==> src/rtl/sfs_pkg.sv <==
// ----------------------------------------------------------------------------
// sfs_pkg: shared types and constants of the sprite frame sequencer
// Opcodes, play modes, register indexes, datapath widths and the request and
// response bundles of the shared divider.
// ----------------------------------------------------------------------------
`default_nettype none

package sfs_pkg;

  // command opcodes
  localparam logic [2:0] OP_TICK  = 3'd0;
  localparam logic [2:0] OP_PLAY  = 3'd1;
  localparam logic [2:0] OP_PAUSE = 3'd2;
  localparam logic [2:0] OP_STOP  = 3'd3;
  localparam logic [2:0] OP_SETF  = 3'd4;
  localparam logic [2:0] OP_WRITE = 3'd5;

  // configuration register indexes
  localparam logic [2:0] REG_ORIGIN_X = 3'd0;
  localparam logic [2:0] REG_ORIGIN_Y = 3'd1;
  localparam logic [2:0] REG_STEP_X   = 3'd2;
  localparam logic [2:0] REG_STEP_Y   = 3'd3;
  localparam logic [2:0] REG_TPR      = 3'd4;
  localparam logic [2:0] REG_FCOUNT   = 3'd5;
  localparam logic [2:0] REG_LOOP     = 3'd6;

  typedef enum logic [1:0] {
    MODE_PLAYING = 2'd0,
    MODE_PAUSED  = 2'd1,
    MODE_STOPPED = 2'd2
  } mode_t;

  // elapsed time, period sum (up to 127 durations) and frame counter widths
  localparam int ELAPSED_W = 33;
  localparam int PERIOD_W  = 39;
  localparam int CNT_W     = 7;

  typedef struct packed {
    logic                 start;
    logic [ELAPSED_W-1:0] dividend;
    logic [PERIOD_W-1:0]  divisor;
  } div_req_t;

  typedef struct packed {
    logic                 done;
    logic [ELAPSED_W-1:0] quotient;
    logic [PERIOD_W-1:0]  remainder;
  } div_rsp_t;

endpackage

`default_nettype wire

==> src/rtl/sfs_tables.sv <==
// ----------------------------------------------------------------------------
// sfs_tables: frame duration and tile index memories
// One write port shared by both tables, one registered read port returning
// the duration and tile of the same entry.
// ----------------------------------------------------------------------------
`default_nettype none

module sfs_tables #(
  parameter int DEPTH = 64,
  parameter int AW    = (DEPTH > 1) ? $clog2(DEPTH) : 1
) (
  input  wire logic          clk,
  input  wire logic          we,
  input  wire logic [AW-1:0] wr_addr,
  input  wire logic [31:0]   wr_dur,
  input  wire logic [15:0]   wr_tile,
  input  wire logic [AW-1:0] rd_addr,
  output logic      [31:0]   rd_dur,
  output logic      [15:0]   rd_tile
);

  logic [31:0] dur_mem  [DEPTH];
  logic [15:0] tile_mem [DEPTH];

  // write both tables together
  always_ff @(posedge clk) begin
    if (we) begin
      dur_mem[wr_addr]  <= wr_dur;
      tile_mem[wr_addr] <= wr_tile;
    end
  end

  // registered read
  always_ff @(posedge clk) begin
    rd_dur  <= dur_mem[rd_addr];
    rd_tile <= tile_mem[rd_addr];
  end

endmodule

`default_nettype wire

==> src/rtl/sfs_divider.sv <==
// ----------------------------------------------------------------------------
// sfs_divider: shared restoring divider
// One quotient bit per cycle; serves the period and duration reductions, the
// set-frame modulo and the tile column/row split.
// ----------------------------------------------------------------------------
`default_nettype none

module sfs_divider
  import sfs_pkg::*;
(
  input  wire logic     clk,
  input  wire logic     rst,
  input  wire div_req_t req,
  output div_rsp_t      rsp
);

  localparam int ITER = ELAPSED_W;
  localparam int IW   = $clog2(ITER + 1);

  logic                 running;
  logic                 done;
  logic [IW-1:0]        count;
  logic [ELAPSED_W-1:0] quo;
  logic [PERIOD_W-1:0]  rem;
  logic [PERIOD_W-1:0]  dsr;

  logic [PERIOD_W:0]    shifted;
  logic [PERIOD_W:0]    trial;

  // trial subtract of the shifted partial remainder
  always_comb begin
    shifted = {rem, quo[ELAPSED_W-1]};
    trial   = shifted - {1'b0, dsr};
  end

  // control
  always_ff @(posedge clk) begin
    if (rst) begin
      running <= 1'b0;
      done    <= 1'b0;
      count   <= '0;
    end else begin
      done <= 1'b0;
      if (req.start) begin
        running <= 1'b1;
        count   <= IW'(ITER);
      end else if (running) begin
        count <= count - IW'(1);
        if (count == IW'(1)) begin
          running <= 1'b0;
          done    <= 1'b1;
        end
      end
    end
  end

  // datapath
  always_ff @(posedge clk) begin
    if (req.start) begin
      quo <= req.dividend;
      rem <= '0;
      dsr <= req.divisor;
    end else if (running) begin
      if (!trial[PERIOD_W]) begin
        rem <= trial[PERIOD_W-1:0];
        quo <= {quo[ELAPSED_W-2:0], 1'b1};
      end else begin
        rem <= shifted[PERIOD_W-1:0];
        quo <= {quo[ELAPSED_W-2:0], 1'b0};
      end
    end
  end

  assign rsp.done      = done;
  assign rsp.quotient  = quo;
  assign rsp.remainder = rem;

endmodule

`default_nettype wire

==> src/rtl/sprite_frame_sequencer.sv <==
// ----------------------------------------------------------------------------
// sprite_frame_sequencer: sprite animation frame sequencer
// Keeps frame durations and tiles, advances frames on ticks and works out
// the sprite sheet rectangle of the current tile.
// ----------------------------------------------------------------------------
// Usage: a command transfers at a clock edge with start high and busy low.
// Each command gives one result on play_state, frame_number, tex_x and tex_y,
// marked by done for exactly one cycle; the receiver cannot stall it.
// Play, pause, stop, table writes, ticks while not playing and unused
// opcodes complete without leaving idle, so they can follow each other
// every cycle. Set frame stays busy while the divider computes frame_sel
// mod count. A tick while playing does, as needed: a table read, then a
// compare, per frame step; a period sum over the n frames in use on a wrap;
// a divider reduction for each whole-period or held-frame remainder; and
// the rectangle (divide by tiles per row, then two multiplies on one shared
// multiplier), then the strobe. Each division runs the 33-step shared
// divider, and all table reads go through the single read port.
// Configuration goes through wr_en/wr_index/wr_data while idle. The block
// itself does not enforce that.
// Reset clears time, frame, rectangle and sets playing; the tables hold
// nothing defined until written and need no clearing pass.
// ----------------------------------------------------------------------------
`default_nettype none

module sprite_frame_sequencer
  import sfs_pkg::*;
#(
  parameter int MAX_FRAMES = 64
) (
  input  wire logic        clk,
  input  wire logic        rst,
  // command channel
  input  wire logic        start,
  output logic             busy,
  input  wire logic [2:0]  opcode,
  input  wire logic [31:0] delta_ns,
  input  wire logic [5:0]  frame_sel,
  input  wire logic [31:0] entry_duration,
  input  wire logic [15:0] entry_tile,
  // result channel
  output logic             done,
  output logic      [1:0]  play_state,
  output logic      [5:0]  frame_number,
  output logic      [23:0] tex_x,
  output logic      [23:0] tex_y,
  // configuration
  input  wire logic        wr_en,
  input  wire logic [2:0]  wr_index,
  input  wire logic [12:0] wr_data
);

  localparam int AW = (MAX_FRAMES > 1) ? $clog2(MAX_FRAMES) : 1;

  typedef enum logic [3:0] {
    S_IDLE, S_WAIT, S_STEP, S_SUM_PRE, S_SUM, S_CHK, S_LAST,
    S_RED, S_RECT, S_DIVT, S_MULX, S_MULY, S_ADDY, S_SETF
  } state_t;

  // configuration registers
  logic [11:0] origin_x, origin_y;
  logic [12:0] step_x, step_y, tiles_per_row;
  logic [6:0]  frame_count;
  logic        loop_enable;

  // architectural state
  logic [ELAPSED_W-1:0] elapsed_time;
  logic [CNT_W-1:0]     current_frame;
  mode_t                play_mode;
  logic [23:0]          rect_x, rect_y;

  // sequencer
  state_t              state, ret;
  logic [CNT_W-1:0]    ptr;
  logic [PERIOD_W-1:0] period;
  logic [12:0]         col;
  logic [15:0]         row;
  logic [28:0]         prod;
  div_req_t            div_req;
  div_rsp_t            div_rsp;

  // table ports
  logic          tbl_we;
  logic [AW-1:0] tbl_wr_addr;
  logic [31:0]   rd_dur;
  logic [15:0]   rd_tile;
  logic [AW-1:0] sel_mod [64];

  // derived values
  logic                 accept;
  logic [CNT_W-1:0]     n_eff;
  logic [12:0]          tpr_eff;
  logic [ELAPSED_W-1:0] d_eff;
  logic [ELAPSED_W-1:0] e_sub;
  logic [CNT_W-1:0]     nxt;
  logic [12:0]          mul_a;
  logic [15:0]          mul_b;
  logic [28:0]         mul_res;

  // configuration writes
  always_ff @(posedge clk) begin
    if (rst) begin
      origin_x      <= 12'd0;
      origin_y      <= 12'd0;
      step_x        <= 13'd16;
      step_y        <= 13'd16;
      tiles_per_row <= 13'd1;
      frame_count   <= 7'd1;
      loop_enable   <= 1'b1;
    end else if (wr_en) begin
      unique case (wr_index)
        REG_ORIGIN_X: origin_x      <= wr_data[11:0];
        REG_ORIGIN_Y: origin_y      <= wr_data[11:0];
        REG_STEP_X:   step_x        <= wr_data;
        REG_STEP_Y:   step_y        <= wr_data;
        REG_TPR:      tiles_per_row <= wr_data;
        REG_FCOUNT:   frame_count   <= wr_data[6:0];
        REG_LOOP:     loop_enable   <= wr_data[0];
        default:      ;
      endcase
    end
  end

  // table index of frame_sel, reduced by the table depth
  for (genvar i = 0; i < 64; i++) begin : g_sel_mod
    localparam int unsigned SELM = i % MAX_FRAMES;
    assign sel_mod[i] = AW'(SELM);
  end

  // effective count and tiles per row; zero duration counts as one
  always_comb begin
    if (frame_count == 7'd0) begin
      n_eff = 7'd1;
    end else if (32'(frame_count) > 32'(MAX_FRAMES)) begin
      n_eff = CNT_W'(MAX_FRAMES);
    end else begin
      n_eff = frame_count;
    end
    tpr_eff = (tiles_per_row == 13'd0) ? 13'd1 : tiles_per_row;
    d_eff   = (rd_dur == 32'd0) ? 33'd1 : {1'b0, rd_dur};
    e_sub   = elapsed_time - d_eff;
    nxt     = current_frame + CNT_W'(1);
  end

  // shared multiplier: x pitch by column, then y pitch by row
  always_comb begin
    mul_a   = (state == S_MULY) ? step_y : step_x;
    mul_b   = (state == S_MULY) ? row : {3'b0, col};
    mul_res = 29'(mul_a) * 29'(mul_b);
  end

  assign accept      = start && !busy;
  assign busy        = (state != S_IDLE);
  assign tbl_we      = accept && (opcode == OP_WRITE);
  assign tbl_wr_addr = sel_mod[frame_sel];

  sfs_tables #(
    .DEPTH (MAX_FRAMES),
    .AW    (AW)
  ) u_tables (
    .clk     (clk),
    .we      (tbl_we),
    .wr_addr (tbl_wr_addr),
    .wr_dur  (entry_duration),
    .wr_tile (entry_tile),
    .rd_addr (AW'(ptr)),
    .rd_dur  (rd_dur),
    .rd_tile (rd_tile)
  );

  sfs_divider u_div (
    .clk (clk),
    .rst (rst),
    .req (div_req),
    .rsp (div_rsp)
  );

  // sequencer
  always_ff @(posedge clk) begin
    if (rst) begin
      state         <= S_IDLE;
      ret           <= S_IDLE;
      done          <= 1'b0;
      ptr           <= '0;
      div_req.start <= 1'b0;
      elapsed_time  <= '0;
      current_frame <= '0;
      play_mode     <= MODE_PLAYING;
      rect_x        <= 24'd0;
      rect_y        <= 24'd0;
    end else begin
      done          <= 1'b0;
      div_req.start <= 1'b0;
      unique case (state)
        S_IDLE: begin
          if (accept) begin
            unique case (opcode)
              OP_TICK: begin
                if (play_mode == MODE_PLAYING) begin
                  elapsed_time <= elapsed_time + ELAPSED_W'(delta_ns);
                  ptr          <= current_frame;
                  ret          <= S_STEP;
                  state        <= S_WAIT;
                end else begin
                  done <= 1'b1;
                end
              end
              OP_PLAY: begin
                play_mode <= MODE_PLAYING;
                done      <= 1'b1;
              end
              OP_PAUSE: begin
                play_mode <= MODE_PAUSED;
                done      <= 1'b1;
              end
              OP_STOP: begin
                play_mode     <= MODE_STOPPED;
                current_frame <= '0;
                done          <= 1'b1;
              end
              OP_SETF: begin
                div_req.start    <= 1'b1;
                div_req.dividend <= ELAPSED_W'(frame_sel);
                div_req.divisor  <= PERIOD_W'(n_eff);
                state            <= S_SETF;
              end
              default: begin
                done <= 1'b1;
              end
            endcase
          end
        end

        // table read latency
        S_WAIT: begin
          state <= ret;
        end

        // one frame step: compare against the current duration
        S_STEP: begin
          if (elapsed_time > d_eff) begin
            elapsed_time <= e_sub;
            if (nxt >= n_eff) begin
              if (loop_enable) begin
                current_frame <= '0;
                period        <= '0;
                ptr           <= '0;
                state         <= S_SUM_PRE;
              end else begin
                current_frame <= n_eff - CNT_W'(1);
                play_mode     <= MODE_STOPPED;
                ptr           <= n_eff - CNT_W'(1);
                ret           <= S_LAST;
                state         <= S_WAIT;
              end
            end else begin
              current_frame <= nxt;
              ptr           <= nxt;
              ret           <= S_STEP;
              state         <= S_WAIT;
            end
          end else begin
            state <= S_RECT;
          end
        end

        // period sum, one entry per cycle
        S_SUM_PRE: begin
          ptr   <= CNT_W'(1);
          state <= S_SUM;
        end

        S_SUM: begin
          period <= period + PERIOD_W'(d_eff);
          if (ptr == n_eff) begin
            ptr   <= '0;
            state <= S_CHK;
          end else begin
            ptr <= ptr + CNT_W'(1);
          end
        end

        // remove whole periods at once
        S_CHK: begin
          if (PERIOD_W'(elapsed_time) > period) begin
            div_req.start    <= 1'b1;
            div_req.dividend <= elapsed_time - ELAPSED_W'(1);
            div_req.divisor  <= period;
            ret              <= S_STEP;
            state            <= S_RED;
          end else begin
            state <= S_STEP;
          end
        end

        // held on the last frame: reduce by its duration
        S_LAST: begin
          if (elapsed_time > d_eff) begin
            div_req.start    <= 1'b1;
            div_req.dividend <= elapsed_time - ELAPSED_W'(1);
            div_req.divisor  <= PERIOD_W'(d_eff);
            ret              <= S_RECT;
            state            <= S_RED;
          end else begin
            state <= S_RECT;
          end
        end

        S_RED: begin
          if (div_rsp.done) begin
            elapsed_time <= div_rsp.remainder[ELAPSED_W-1:0] + ELAPSED_W'(1);
            state        <= ret;
          end
        end

        // split tile index into column and row
        S_RECT: begin
          div_req.start    <= 1'b1;
          div_req.dividend <= ELAPSED_W'(rd_tile);
          div_req.divisor  <= PERIOD_W'(tpr_eff);
          state            <= S_DIVT;
        end

        S_DIVT: begin
          if (div_rsp.done) begin
            col   <= div_rsp.remainder[12:0];
            row   <= div_rsp.quotient[15:0];
            state <= S_MULX;
          end
        end

        S_MULX: begin
          prod  <= mul_res;
          state <= S_MULY;
        end

        S_MULY: begin
          rect_x <= 24'(origin_x) + prod[23:0];
          prod   <= mul_res;
          state  <= S_ADDY;
        end

        S_ADDY: begin
          rect_y <= 24'(origin_y) + prod[23:0];
          done   <= 1'b1;
          state  <= S_IDLE;
        end

        S_SETF: begin
          if (div_rsp.done) begin
            current_frame <= div_rsp.remainder[CNT_W-1:0];
            elapsed_time  <= '0;
            done          <= 1'b1;
            state         <= S_IDLE;
          end
        end

        default: begin
          state <= S_IDLE;
        end
      endcase
    end
  end

  assign play_state   = play_mode;
  assign frame_number = current_frame[5:0];
  assign tex_x        = rect_x;
  assign tex_y        = rect_y;

  // a result is only shown once the sequencer is free again
  a_done_idle: assert property (@(posedge clk) disable iff (rst) done |-> !busy)
    else $error("result strobe while sequencer busy");

  // divider completion only when the sequencer waits on it
  a_div_wait: assert property (@(posedge clk) disable iff (rst)
    div_rsp.done |-> (state == S_RED || state == S_DIVT || state == S_SETF))
    else $error("divider finished with nobody waiting");

  // a tick while not playing answers in the next cycle
  a_idle_tick: assert property (@(posedge clk) disable iff (rst)
    (accept && opcode == OP_TICK && play_mode != MODE_PLAYING) |=> done)
    else $error("tick while not playing did not complete at once");

endmodule

`default_nettype wire
==> config.mk <==
export PLATFORM = sky130hd
export DESIGN_NAME = sprite_frame_sequencer
export DESIGN_NICKNAME = d
export VERILOG_FILES = /design/src/rtl/sfs_pkg.sv /design/src/rtl/sfs_tables.sv /design/src/rtl/sfs_divider.sv /design/src/rtl/sprite_frame_sequencer.sv
export SDC_FILE = /design/constraint.sdc
export NUM_CORES = 2
export LEC_CHECK = 0
export ABC_AREA = 0
export BUFFER_PORTS_ARGS = -buffer_cell sky130_fd_sc_hd__buf_2
export CAP_MARGIN = 20
export CORE_ASPECT_RATIO = 0.9
export CORE_MARGIN = 2
export CORE_UTILIZATION = 41
export CTS_CLUSTER_SIZE = 40
export DETAILED_ROUTE_END_ITERATION = 8
export GPL_ROUTABILITY_DRIVEN = 1
export GPL_TIMING_DRIVEN = 0
export SLEW_MARGIN = 5
export SYNTH_ARGS = -nofsm -noshare
export SYNTH_HDL_FRONTEND = slang
export SYNTH_SLANG_ARGS = --single-unit
==> constraint.sdc <==
create_clock -name clk -period 14.1 [get_ports clk]
set_input_delay 1.41 -clock clk [delete_from_list [all_inputs] [get_ports clk]]
set_output_delay 1.41 -clock clk [all_outputs]
set_load 0.02 [all_outputs]
# --- Word-level counts from Yosys, hierarchy flattened ---
# Memories as Yosys holds them, arrays and structs flattened. A register that Yosys moved wholly into a read port is not among the register bits.
# Index checks and enable logic that the tools add are counted.
word_totals:
  elab_cells: 219
  in_bits: 109
  romBits: 384
  register_bits: 461
  output_inout_bits: 58
  ram_bits: 3072
  mem_count: 3
mem_list:
  columns: ["memory", "words", "width", "read_ports", "rd_ports_with_merged_regs", "wr", "line_no", "source"]
  rows:
  - ["u_tables.dur_mem", 64, 32, 1, 1, 1, "sfs_tables.sv:22", "logic [31:0] dur_mem [DEPTH];"]
  - ["u_tables.tile_mem", 64, 16, 1, 1, 1, "sfs_tables.sv:23", "logic [15:0] tile_mem [DEPTH];"]
  - ["(no name shown)", 64, 6, 1, 0, 0, "sprite_frame_sequencer.sv:154", "assign tbl_wr_addr = sel_mod[frame_sel];"]
classes:
  magnitude_cmp: 5
  n_eq_ne: 45
  addsub: 12
  reduce_logical: 39
  mul: 1
  bitwise_logic: 3
  n_mux: 81
op_table:
  columns: ["operator", "count"]
  rows:
  - ["73-bit 2-to-1 mux", 4]
  - ["73-bit one-hot mux with 4 select lines", 1]
  - ["33-bit 2-to-1 mux", 8]
  - ["39-bit 2-to-1 mux", 4]
  - ["33-bit one-hot mux with 4 select lines", 1]
  - ["7-bit 2-to-1 mux", 12]
  - ["39-bit one-hot mux with 2 select lines", 1]
  - ["4-bit 2-to-1 mux", 17]
  - ["4-bit one-hot mux with 13 select lines", 1]
  - ["12-bit by 24-bit adder with 24-bit output", 2]
  - ["40-bit by 39-bit subtractor with 40-bit output", 1]
  - ["39-bit by 32-bit adder with 39-bit output", 1]
  - ["33-bit by 39-bit > comparator with 1-bit output", 1]
  - ["33-bit by 1-bit adder with 33-bit output, second input constant", 1]
  - ["33-bit by 32-bit adder with 33-bit output", 1]
  - ["33-bit by 32-bit > comparator with 1-bit output", 1]
  - ["33-bit by 1-bit subtractor with 33-bit output, second input constant", 1]
  - ["33-bit by 32-bit subtractor with 33-bit output", 1]
  - ["32-bit zero test", 1]
  - ["32-bit 2-to-1 mux", 1]
  - ["7-bit one-hot mux with 4 select lines", 1]
  - ["13-bit 2-to-1 mux", 2]
  - ["4-bit == test, second input constant", 6]
  - ["13-bit by 16-bit multiplier with 24-bit output", 1]
  - ["51 further kinds", 115]

# --- Longest topological paths before layout ---
depth:
  ltp_word: 8
  depth_mapped: 29
  depth_no_buf: 26

# --- Cells and area by module ---
# A second synthesis with hierarchy kept.
hier_totals:
  cells_unflattened: 9042
  hier_area_um2: 152701.5
modules_own_cells:
  columns: ["module", "instances", "area_each_um2", "cells_each", "seq_area_each_um2"]
  rows:
  - ["sfs_tables", 1, 117361.3, 4999, 93209.4]
  - ["sprite_frame_sequencer", 1, 28529.9, 3380, 8468.1]
  - ["sfs_divider", 1, 6810.3, 663, 3103.0]

# --- Least setup slack after synthesis ---
# No wires, ideal clock.
synth_timing:
  path_kind: "reg2reg"
  from: "reg period[8]"
  to: "reg div_req[0] in the netlist's numbering, enable pin"
  setup_ps: 888
  arrival_ps: 13606
  t_required_ps: 13212
  n_path_buf: 0
  stages_incl_launch_ff: 13
  period_less_slack_ps: 14494
  path_slack_ps: -394
  cell_sequence: "edfxtp_1 -> inv_1 -> ha_1 -> a21o_1 -> a21oi_1 -> nor2b_1 -> o21ai_0 -> a2111oi_0 -> or4b_1 -> o211ai_1 -> a211oi_1 -> a21oi_1 -> a2111oi_0"
synth_between:
  elab_chain_cells: 3
synth_rtl:
  columns: ["element", "line_no", "source"]
  rows:
  - ["start, declared", "sprite_frame_sequencer.sv:74", "logic [PERIOD_W-1:0] period;"]
  - ["start signal, assigned", "sprite_frame_sequencer.sv:273", "period <= period + PERIOD_W'(d_eff);"]
  - ["33-bit by 39-bit > comparator with 1-bit output", "sprite_frame_sequencer.sv:284", "if (PERIOD_W'(elapsed_time) > period) begin"]
  - ["2-bit != test (no line)", null, null]
  - ["6-bit AND reduction (no line)", null, null]
  - ["end, declared", "sprite_frame_sequencer.sv:78", "div_req_t div_req;"]
# No other way between the ends.
# A chain may end at the register's enable or synchronous reset.

# --- Worst setup path after layout ---
layout_timing:
  from: "reg state[1]"
  to: "reg prod[23] (data pin)"
layout_between:
  elab_chain_cells: 3
  elab_cells_between_ends: 4
  classes_between: "mul (1); eq/ne (1); mux (2)"
layout_rtl:
  columns: ["element", "line_no", "source"]
  rows:
  - ["start, declared", "sprite_frame_sequencer.sv:72", "state_t state, ret;"]
  - ["start signal, assigned", "sprite_frame_sequencer.sv:235", "state <= ret;"]
  - ["start signal, assigned", "sprite_frame_sequencer.sv:311", "state <= ret;"]
  - ["4-bit == test (*)", "sprite_frame_sequencer.sv:146, sprite_frame_sequencer.sv:147", null]
  - ["13-bit 2-to-1 mux or 16-bit 2-to-1 mux (tied branches)", "sprite_frame_sequencer.sv:146, sprite_frame_sequencer.sv:147", null]
  - ["13-bit by 16-bit multiplier with 24-bit output (*)", "sprite_frame_sequencer.sv:148", "mul_res = 29'(mul_a) * 29'(mul_b);"]
  - ["net mul_res[23]", "sprite_frame_sequencer.sv:97", "logic [28:0] mul_res;"]
  - ["end signal, assigned", "sprite_frame_sequencer.sv:332", "prod <= mul_res;"]
  - ["end signal, assigned", "sprite_frame_sequencer.sv:338", "prod <= mul_res;"]
  - ["end, declared", "sprite_frame_sequencer.sv:77", "logic [28:0] prod;"]
# Mark *: on every way through the listed nets, which the timed path passes. The rest lies on a longest branch.

==> results.cfg <==
[placement]
dpl_cell_area_sq_um = 164000
gp_congestion = 0.907
portBuffers = 161
dp_hpwl_mm = 322
pre_cts_ws_ns = 4.65

[power]
powerDensity_nw_per_um2 = 174
p_switching_mw = 9.73
combPwrFrac_pct = 27.9
peakVddDrop_v = 0.000119
p_sw_share_pct = 31.5
seqPwrFrac_pct = 40.9
power.internal_mw = 21.1
clockPowerShare_pct = 31.2
p_leak_nw = 57.2

[routing]
drtIter0Drc = 10000
drt-vias-per-instance = 5.85
ant_nets = 0
drtPass1Iterations = 8
wirelength_mm = 448
wl_per_cell_um = 30.6
via_count = 85700
drc = 0

[clock_network]
cts_hold_buf = 0
cts_tree = yes
clk_pin_slew_ns = 0.07
cts-htree-levels = 5
clock_path_buffers = 4
worstSkewPairLatency_ns = 0.97
cts_resized = 0
cts_num_sinks = 3580
cts_setup_buffers = 0
cts_root_buf = clkbuf_16
cts_inserted_buffers = 357

[synthesis]
ys_top_cells_by_area = edfxtp_1 65%, mux4_2 15%, dfxtp_1 3.6%
ys_ff_latch = 3580
synth_edf_count = 3308
synth_top_cell_by_area = edfxtp_1
netlist_instances = 8610
ys_async_sr_fraction_pct = 0
synthTopCellsByCount = 3,308 x edfxtp_1, 997 x mux4_2, 524 x nand2_1
synth_warnings = 0
ys_types = 83
synth.most_common_cell = edfxtp_1
netlist_area_sq_um = 153000
synth_top_area_share_pct = 65.0
avgSynthCellArea_sq_um = 17.7
synth_ff_type = edfxtp_1
seq_area_frac_synth_pct = 68.6

[global_route]
overflow = 0
grt_pass1_vias = 85700
grt_pass1_wl_mm = 631
antenna_found_initial = 53
grt_util_all_layers_pct = 23.4
grt_start_max_net_pins = 65

[timing]
fin_ws_ns = 4.56
max-slew-margin-rel_pct = 15.3
fin_tns_setup_ns = 0
finalSetupViolCount = 0
hold_violations = 0
finalCriticalPeriod_ns = 9.54
rsz0062_at_grt = no
worst_slew_pin_slew_ns = 1.27
skew_ns = 0.0789
whs_ns = 0.415
fmax_mhz = 105
fin_crit_sh_pct = 67.6
maxSlewViolCount = 0

[die]
io_pins = 167
coreArea_sq_um = 371000
start_util_pct = 41.2
die_w_um = 647
rows = 212
die-area_sq_um = 377000
die_h_um = 583

[critical_path]
path_buf_inv = 8
cp_common_cell = fa_1
start_kind = flop
cp_slowest_cell = clkbuf_1
required_ns = 14.75
r2r_cells = 28
worstReg2RegEnd = prod[23]$_DFFE_PP_
worst-path-stages = 28
cp_max_fo = 10
endpoint_kind = flop
cpPeakStageDelay_ns = 0.64
path_delay_family = adder cells
r2r-start = state[1]$_SDFFE_PP0P_
path_class = flop to flop
endpoint = prod[23]$_DFFE_PP_
rrSetupSlack_ns = 4.56
worstPathArrival_ns = 10.19
crit_start = state[1]$_SDFFE_PP0P_

[min_path]
min_path_type = flop to flop

[cells_and_area]
layout-drive-gt1-share_pct = 21.9
final_util_pct = 47.8
post-route-cell-area_sq_um = 177000
fin_nets = 9940
area_growth_pct = 16.0

[outcome]
outcome = finished clean

[run]
cap_violations = 0
-- cells by family (layout without fill, tap and decap cells) --
logic type      Yosys count  in the layout  share of synthesized area (%)
mux                    1085           1085                           15.3
xor+xnor                243            243                           1.39
compound gates          975            975                           4.09
other cells               1             16                        0.00245
simple gates           1503           1503                           4.49
fa+ha+maj               411            411                           4.11
buf+inv                 812           1916                           2.01
flops                  3580           3580                           68.6
-- flip-flops by register name, indices dropped and copies added (netlist names), 16 cells and up --
name / count
u_tables.rd_dur: 32
u_tables.dur_mem: 2048
u_div.dsr: 39
tex_y: 24
u_div.rem: 39
u_tables.rd_tile: 16
tex_x: 24
div_req: 73
elapsed_time: 33
u_tables.tile_mem: 1024
period: 39
prod: 24
row: 16
u_div.quo: 33
-- metal layers --
layer / up-vias / wire, um / global-route usage (%)
met3: 724 / 42300 / 5.30
li1: 35900 / - / -
met4: 36 / 13200 / 6.52
met1: 45200 / 181000 / 32.0
met5: - / 212 / 0
met2: 3841 / 211000 / 37.8
-- metrics by stage --
step / cells / power [mW]
after CTS: 14600 / 30.8
after detailed placement: 13900 / 21.2
final: 14700 / 30.8
after global placement: 13700 / 21.0
after floorplan: 8615 / 18.0
after global routing: 14600 / 32.0
-- area by class of cell --
cell class | instances | area, sq um
timing repair buffer | 446 | 5940
clock buffer | 460 | 9610
multi-input combinational | 4223 | 45500
inverter | 372 | 1400
sequential | 3580 | 105000
tap | 4922 | 6160
fill | 30900 | 194000
antenna | 10 | 25.0
clock inverter | 198 | 2140
buffer | 440 | 1710
-- worst min path at each step --
stage	start	endpoint	slack [ns]	depth (start not counted)
after floorplan	div_req[0]$_DFFE_PP_	u_div.dsr[0]$_DFFE_PP_	0.40	0
after global placement	div_req[11]$_DFFE_PP_	u_div.dsr[11]$_DFFE_PP_	0.40	0
after detailed placement	div_req[26]$_DFFE_PP_	u_div.dsr[26]$_DFFE_PP_	0.40	0
after CTS	div_req[13]$_DFFE_PP_	u_div.dsr[13]$_DFFE_PP_	0.42	0
after global routing	div_req[23]$_DFFE_PP_	u_div.dsr[23]$_DFFE_PP_	0.43	0
final	div_req[13]$_DFFE_PP_	u_div.dsr[13]$_DFFE_PP_	0.41	0
-- cells in the final DEF (no fill, tap or decap), types with 37 or more instances in the layout --
cell	count
clkinv_1	78
clkbuf_16	364
nand2_1	523
inv_1	370
buf_12	160
xor2_1	87
mux2_2	47
xnor2_1	156
nor3_1	91
a21o_1	81
fa_1	152
edfxtp_1	3308
clkinv_2	54
buf_2	177
mux2i_1	41
a31oi_1	45
ha_1	259
bufinv_16	37
nand4_1	46
dfxtp_1	271
nor2_4	64
and3_1	47
nand3_1	139
buf_1	91
clkbuf_1	398
a21oi_1	299
o21ai_0	196
nor2b_1	49
mux4_2	997
a311oi_1	42
a211oi_1	56
buf_8	45
nor2_1	352
-- power groups by stage --
| stage | combinational, mW | clock (mW) | sequential (mW) |
|---|---|---|---|
| 5_1_grt | 9.19 | 10.2 | 12.6 |
| 3_3_place_gp | 8.07 | 0 | 12.9 |
| 2_1_floorplan | 5.48 | 0 | 12.5 |
| 4_1_cts | 8.43 | 9.76 | 12.6 |
| 3_5_place_dp | 8.39 | 0 | 12.8 |
| 6_report | 8.60 | 9.63 | 12.6 |
No activity file was read; power rests on OpenSTA's default activity.
